$ cat src/hdl/pres_pkg.sv
`timescale 1ns / 1ps

package pres_pkg;

  localparam int FIELD_W = 16;

  // opcodes
  localparam logic OP_TICK   = 1'b0;
  localparam logic OP_APPEND = 1'b1;

  // result status codes
  localparam logic [1:0] ST_TICK_OK = 2'd0;
  localparam logic [1:0] ST_ADDED   = 2'd1;
  localparam logic [1:0] ST_FULL    = 2'd2;
  localparam logic [1:0] ST_EMPTY   = 2'd3;

  typedef struct packed {
    logic               opcode;
    logic [FIELD_W-1:0] target_level;
    logic [FIELD_W-1:0] step_size;
  } in_item_t;

  typedef struct packed {
    logic [FIELD_W-1:0] pwm_level;
    logic               event_done;
    logic [1:0]         status;
  } out_item_t;

endpackage

$ cat src/hdl/pwm_ramp_event_sequencer_core.sv
`timescale 1ns / 1ps

// Ramp event sequencer: appends ramp events to a table RAM and replays them tick by tick.
// Result: an append or refused tick is registered out in the cycle after the transfer; a tick
//   is read into rd_data_r, stepped in S_TICK, then registered. One item per cycle for an
//   append or refused tick; busy covers a tick's step compute after the synchronous RAM read.
// Reset (rst_n, synchronous): empty table, level 0, first event index; RAM is not cleared.
// The receiver cannot stall: out_valid marks the single cycle a result is presented.
module pwm_ramp_event_sequencer_core
  import pres_pkg::*;
#(
  parameter int EVENT_DEPTH = 16,
  parameter int LEVEL_WIDTH = 16
) (
  input  logic      clk,
  input  logic      rst_n,
  input  logic      start,
  output logic      busy,
  input  in_item_t  in_data,
  output logic      out_valid,
  output out_item_t out_data
);

  localparam int IDX_W = (EVENT_DEPTH > 1) ? $clog2(EVENT_DEPTH) : 1;
  localparam int CNT_W = $clog2(EVENT_DEPTH + 1);
  localparam int ENT_W = 3 * LEVEL_WIDTH;

  typedef enum logic [1:0] {
    S_IDLE = 2'b01,
    S_TICK = 2'b10
  } state_t;

  // control
  state_t                 state_r, state_nxt;
  logic [CNT_W-1:0]       count_r, count_nxt;       // stored events
  logic [IDX_W-1:0]       cur_r, cur_nxt;           // event being replayed
  logic [IDX_W-1:0]       tick_idx_r, tick_idx_nxt; // index read for the pending tick
  logic [LEVEL_WIDTH-1:0] replay_r, replay_nxt;     // last level driven
  logic                   fresh_r, fresh_nxt;       // next tick restarts at event start
  logic [LEVEL_WIDTH-1:0] builder_r, builder_nxt;   // end level of last appended event
  logic                   out_valid_r, out_valid_nxt;
  out_item_t              out_data_r, out_data_nxt;

  // event table: {start, target, step}
  logic [ENT_W-1:0] event_mem [EVENT_DEPTH];
  logic [ENT_W-1:0] rd_data_r;

  logic                   accept;
  logic                   is_append;
  logic                   full;
  logic                   empty;
  logic                   wr_en;
  logic                   rd_en;
  logic [IDX_W-1:0]       rd_idx;
  logic [ENT_W-1:0]       wr_data;
  logic [LEVEL_WIDTH-1:0] in_target;
  logic [LEVEL_WIDTH-1:0] in_step;

  logic [LEVEL_WIDTH-1:0] ev_start;
  logic [LEVEL_WIDTH-1:0] ev_target;
  logic [LEVEL_WIDTH-1:0] ev_step;
  logic [LEVEL_WIDTH-1:0] lvl_from;
  logic [LEVEL_WIDTH-1:0] lvl_next;
  logic                   done;
  logic [CNT_W-1:0]       idx_inc;

  assign busy      = (state_r != S_IDLE);
  assign accept    = start && (state_r == S_IDLE);
  assign is_append = (in_data.opcode == OP_APPEND);
  assign full      = (count_r == CNT_W'(EVENT_DEPTH));
  assign empty     = (count_r == '0);
  assign in_target = in_data.target_level[LEVEL_WIDTH-1:0];
  assign in_step   = in_data.step_size[LEVEL_WIDTH-1:0];
  assign wr_en     = accept && is_append && !full;
  assign rd_en     = accept && !is_append && !empty;
  assign wr_data   = {builder_r, in_target, in_step};

  // index may be stale past count after appends; wrap to first event
  assign rd_idx = (CNT_W'(cur_r) >= count_r) ? '0 : cur_r;

  // RAM: one write port, one registered read port. Reads and writes only happen
  // on transfer edges, so they never collide.
  always_ff @(posedge clk) begin
    if (wr_en) begin
      event_mem[count_r[IDX_W-1:0]] <= wr_data;
    end
    if (rd_en) begin
      rd_data_r <= event_mem[rd_idx];
    end
  end

  assign ev_start  = rd_data_r[ENT_W-1 -: LEVEL_WIDTH];
  assign ev_target = rd_data_r[2*LEVEL_WIDTH-1 -: LEVEL_WIDTH];
  assign ev_step   = rd_data_r[LEVEL_WIDTH-1:0];
  assign lvl_from  = fresh_r ? ev_start : replay_r;

  pres_level_step #(
    .LEVEL_WIDTH(LEVEL_WIDTH)
  ) u_step (
    .level      (lvl_from),
    .target     (ev_target),
    .step       (ev_step),
    .level_next (lvl_next)
  );

  assign done    = (lvl_next == ev_target);
  assign idx_inc = CNT_W'(tick_idx_r) + CNT_W'(1);

  always_comb begin
    state_nxt     = state_r;
    count_nxt     = count_r;
    cur_nxt       = cur_r;
    tick_idx_nxt  = tick_idx_r;
    replay_nxt    = replay_r;
    fresh_nxt     = fresh_r;
    builder_nxt   = builder_r;
    out_valid_nxt = 1'b0;
    out_data_nxt  = out_data_r;

    case (state_r)
      S_IDLE: begin
        if (accept) begin
          out_data_nxt.pwm_level  = '0;
          out_data_nxt.event_done = 1'b0;
          if (is_append) begin
            out_valid_nxt = 1'b1;
            if (full) begin
              out_data_nxt.status = ST_FULL;
            end else begin
              out_data_nxt.status = ST_ADDED;
              count_nxt           = count_r + CNT_W'(1);
              builder_nxt         = in_target;
            end
          end else if (empty) begin
            out_valid_nxt       = 1'b1;
            out_data_nxt.status = ST_EMPTY;
          end else begin
            tick_idx_nxt = rd_idx;
            state_nxt    = S_TICK;
          end
        end
      end

      S_TICK: begin
        // table entry is in rd_data_r now; step and present the level
        out_valid_nxt           = 1'b1;
        out_data_nxt.pwm_level  = FIELD_W'(lvl_next);
        out_data_nxt.event_done = done;
        out_data_nxt.status     = ST_TICK_OK;
        replay_nxt              = lvl_next;
        fresh_nxt               = done;
        if (done) begin
          cur_nxt = (idx_inc >= count_r) ? '0 : idx_inc[IDX_W-1:0];
        end else begin
          cur_nxt = tick_idx_r;
        end
        state_nxt = S_IDLE;
      end

      default: begin
        state_nxt = S_IDLE;
      end
    endcase
  end

  always_ff @(posedge clk) begin
    if (!rst_n) begin
      state_r     <= S_IDLE;
      count_r     <= '0;
      cur_r       <= '0;
      tick_idx_r  <= '0;
      replay_r    <= '0;
      fresh_r     <= 1'b1;
      builder_r   <= '0;
      out_valid_r <= 1'b0;
    end else begin
      state_r     <= state_nxt;
      count_r     <= count_nxt;
      cur_r       <= cur_nxt;
      tick_idx_r  <= tick_idx_nxt;
      replay_r    <= replay_nxt;
      fresh_r     <= fresh_nxt;
      builder_r   <= builder_nxt;
      out_valid_r <= out_valid_nxt;
    end
  end

  // result payload, no reset needed
  always_ff @(posedge clk) begin
    out_data_r <= out_data_nxt;
  end

  assign out_valid = out_valid_r;
  assign out_data  = out_data_r;

endmodule

$ cat src/hdl/pres_level_step.sv
`timescale 1ns / 1ps

// One slew-limited step toward the target; snaps to it when within one step or when the step is zero.
module pres_level_step #(
  parameter int LEVEL_WIDTH = 16
) (
  input  logic [LEVEL_WIDTH-1:0] level,
  input  logic [LEVEL_WIDTH-1:0] target,
  input  logic [LEVEL_WIDTH-1:0] step,
  output logic [LEVEL_WIDTH-1:0] level_next
);

  logic                   above;
  logic [LEVEL_WIDTH-1:0] diff;

  assign above = level > target;
  assign diff  = above ? (level - target) : (target - level);

  always_comb begin
    if ((step == '0) || (diff <= step)) begin
      level_next = target;
    end else if (above) begin
      level_next = level - step;
    end else begin
      level_next = level + step;
    end
  end

endmodule
$ cat config.mk
export PLATFORM = sky130hd
export DESIGN_NAME = pwm_ramp_event_sequencer_core
export DESIGN_NICKNAME = d
export VERILOG_FILES = /design/src/hdl/pres_pkg.sv /design/src/hdl/pwm_ramp_event_sequencer_core.sv /design/src/hdl/pres_level_step.sv
export SDC_FILE = /design/constraint.sdc
export NUM_CORES = 1
export LEC_CHECK = 0
export BUFFER_PORTS_ARGS = -buffer_cell sky130_fd_sc_hd__buf_2
export CAP_MARGIN = 20
export CORE_UTILIZATION = 57
export DETAILED_ROUTE_END_ITERATION = 6
export GPL_TIMING_DRIVEN = 1
export PLACE_DENSITY = 0.76
export SETUP_SLACK_MARGIN = 0.02
export SLEW_MARGIN = 20
export SYNTH_ARGS = -nofsm -noshare
export SYNTH_HDL_FRONTEND = slang
export SYNTH_SLANG_ARGS = --single-unit
$ cat constraint.sdc
create_clock -name clk -period 5.4 [get_ports clk]
set_input_delay 0.81 -clock clk [delete_from_list [all_inputs] [get_ports clk]]
set_output_delay 0.81 -clock clk [all_outputs]
set_load 0.005 [all_outputs]
==> results.md <==
- Outcome: finished clean
- Tot GR Track Use: 0.3059
- Maximum VDD drop: 0.3474 mV
- Setup-failing EPs final: 0
- Gate power share: 0.063
- DP Worst Slack: -204.3 ps
- Hold WC Path Type: reg -> reg
- Async S/R FF share, synth: 0
- Crit-path max cell delay: 380 ps
- DR vias/cell: 6.514
- Tightest Pin Transition: 1091 ps
- Min cycle time layout: 5202 ps
- Clock latency on the worst-skew pair: 660 ps
- Clock Path Buffers: 3
- Core Area: 0.06622 mm^2
- Setup WS post-layout: 198.1 ps
- Routed wire per std cell: 28.00 um
- Syn-to-layout area delta: 15.19%
- Routed WL: 104000 um
- CTS Sinks: 884
- Seq/Total Area, Yosys: 0.6793
- Overall Power: 14620 uW
- Max-Cap Viols: 0
- EDFF count, synth: 835
- Synth Flop Type: edfxtp_1
- Die Y: 261.4 um
- CP required: 5910 ps
- Largest net degree at the start of global routing: 136
- Pwr per Cell Area: 331.0 mW/mm^2
- Share of power burned in registers: 0.521
- IO Port Bufs: 56
- Sw Pwr: 3209 uW
- Largest area contributor in the netlist: edfxtp_1
- Final Max Slew Viols: 0
- FILL cells: 4547
- P_leak: 0.01554 uW
- Chip width: 261.4 um
- CTS clk-pin slew, worst paths: 60 ps
- Internal power: 11410 uW
- # nets final: 2893
- Initial Util: 0.5792
- Yosys warns: 0
- CTS root buffer: clkbuf_16
- Initial DRC Count: 2885
- Syn Std Cell Area: 0.03836 mm^2
- Ports: 57
- First-pass GRT wire length: 152700 um
- Slew headroom: 0.2723
- Delay-heaviest family, CP: compound AO/OA/AOI/OAI gates
- Final worst path period share: 0.9633
- Pre-Repair DR Iteration Count: 5
- Post-DP HPWL: 57390 um
- Util after Layout: 0.6672
- Critical Path Source Type: register
- Hold Slack: 507.5 ps
- Syn_area_per_cell: 14.58 um^2
- Mapped Cells: 2631
- Sw Share: 0.2195
- Initial antenna violation count: 3
- Critical path class: reg -> reg
- Post-DRT Antenna Nets: 0
- Max Fclk: 0.1922 GHz
- TritonCTS clock tree: yes
- Hold Buf Count CTS: 0
- Netlist cell types: 61
- Placed cell count: 3533
- Synthesized flop and latch total: 884
- Clk_skew: 39.13 ps
- Overflow after GRT: 0
- Critical-path maximum fanout: 8
- Buf/Inv on CP: 5
- Clock power share: 0.415
- Clock buffer count from CTS: 89
- Layout cells sized above 1: 0.2491
- Yosys top cell area share: 0.6537
- Worst Setup End Kind: register
- Reg2Reg Setup Slack: 200 ps
- Slowest stage cell, crit path: dfxtp_4
- RSZ-0062 raised after global routing: yes
- Die area: 0.06833 mm^2
- DRC: 0
- H-tree levels: 3
- WP data arrival: 5710 ps
- GPL Wtd Cong: 0.9331
- DR vias: 24190
- Fin. Hold Viols: 0
- Number of global-route vias before repair: 23870
- Fin cells: 3713
- Synth Net Count: 2749
- Synth top area cells: edfxtp_1 65%, mux2_2 7.1%, a21oi_1 3.1%, ha_1 2.6%, dfxtp_1 2.6%
- Row Count: 94
## worst reg2reg max path, delay by kind of cell, from the launching register on
kind            cells  cell delay [ps]
buf+inv             5              640
compound gates     10             1700
simple gates        3              700
flops               1              380
mux                 2              390
fa+ha+maj           3              830
xor+xnor            2              440
## metrics by stage
stage	TNS, ps	cell area [um^2]
finish	0	44180
global route	-8.318	44170
CTS	0	43570
detailed placement	-676.6	40600
global placement	-297.3	40600
floorplan	0	38370
## routing by layer
metal / share of wire / vias to the layer above / global-route usage
met4: 0.032 / 0 / 0.1053
met5: 0 / - / 0
li1: - / 10520 / -
met3: 0.087 / 203 / 0.04481
met2: 0.47 / 1248 / 0.4849
met1: 0.41 / 12210 / 0.4361
## power groups by stage
stage | registers (uW) | logic (uW) | clock network (uW)
4_1_cts | 7620 | 846 | 6120
3_3_place_gp | 7760 | 814 | 0
5_1_grt | 7630 | 996 | 6380
3_5_place_dp | 7770 | 826 | 0
6_report | 7630 | 927 | 6070
2_1_floorplan | 7750 | 456 | 0
## layout make-up
cell class | count | area (um^2) | share of cell area
sequential | 884 | 26070 | 0.5901
antenna | 3 | 7.507 | 0.0001699
tap | 864 | 1081 | 0.02447
timing repair buffer | 225 | 1807 | 0.04089
clock buffer | 119 | 2391 | 0.05412
multi-input combinational | 1503 | 12080 | 0.2733
clock inverter | 43 | 480.5 | 0.01087
inverter | 72 | 270.3 | 0.006117
## cell usage after synthesis (21+ instances only)
cell type and instances:
o221ai_1 50, dfxtp_1 49, a21oi_1 236, and3_1 50, buf_1 21, a21o_1 39, a221oi_1 99, mux2i_1 83
clkbuf_1 139, ha_1 79, nand2_1 186, mux2_2 242, nor2_1 63, o32ai_1 48, inv_1 71, xnor2_1 52
o21ai_0 73, edfxtp_1 835
## placed cells by master, fill, tap and decap left out, types with 18 or more instances in the layout
cell / instances
o221ai_1: 50
o32ai_1: 48
a21boi_0: 20
buf_2: 56
inv_1: 66
ha_1: 68
clkbuf_16: 91
a21o_1: 39
buf_4: 147
and3_1: 50
edfxtp_1: 835
o21ai_0: 67
nor2_1: 45
dfxtp_1: 45
mux2_2: 241
nand2_1: 180
buf_12: 18
a21oi_1: 226
mux2i_1: 68
a221oi_1: 96
xnor2_1: 46
clkbuf_1: 26
## cell families after synthesis
group / Yosys count / share of synthesized area
flops: 884 / 0.6793
compound gates: 639 / 0.1131
simple gates: 390 / 0.04697
mux: 325 / 0.09271
buf+inv: 244 / 0.02460
fa+ha+maj: 82 / 0.02734
xor+xnor: 67 / 0.01602
## timing repair
| item | in CTS | in global routing |
|---|---|---|
| gates cloned | 0 | 1 |
| pin swaps | 7 | 47 |
| gates resized for setup | 16 | 99 |
| endpoints found under the setup margin | 13 | 38 |
| setup buffers | 4 | 10 |
## state kept, by name, indices dropped and copies added, names as in the netlist
signal	cells
event_mem	768
replay_r	16
state_r	2
cur_r	4
count_r	5
rd_data_r	48
builder_r	16
out_valid	1
out_data	19
tick_idx_r	4
fresh_r	1
## path summary, 6_finish.rpt
path                             from                       end  depth (start not counted)
max              fresh_r$_SDFFE_PN1P_     cur_r[2]$_SDFFE_PN0P_                         25
min          replay_r[0]$_SDFFE_PN0P_  replay_r[0]$_SDFFE_PN0P_                          1
max reg2reg      fresh_r$_SDFFE_PN1P_     cur_r[2]$_SDFFE_PN0P_                         25
min reg2reg  replay_r[0]$_SDFFE_PN0P_  replay_r[0]$_SDFFE_PN0P_                          1
Power figures use the tool's default switching activity.
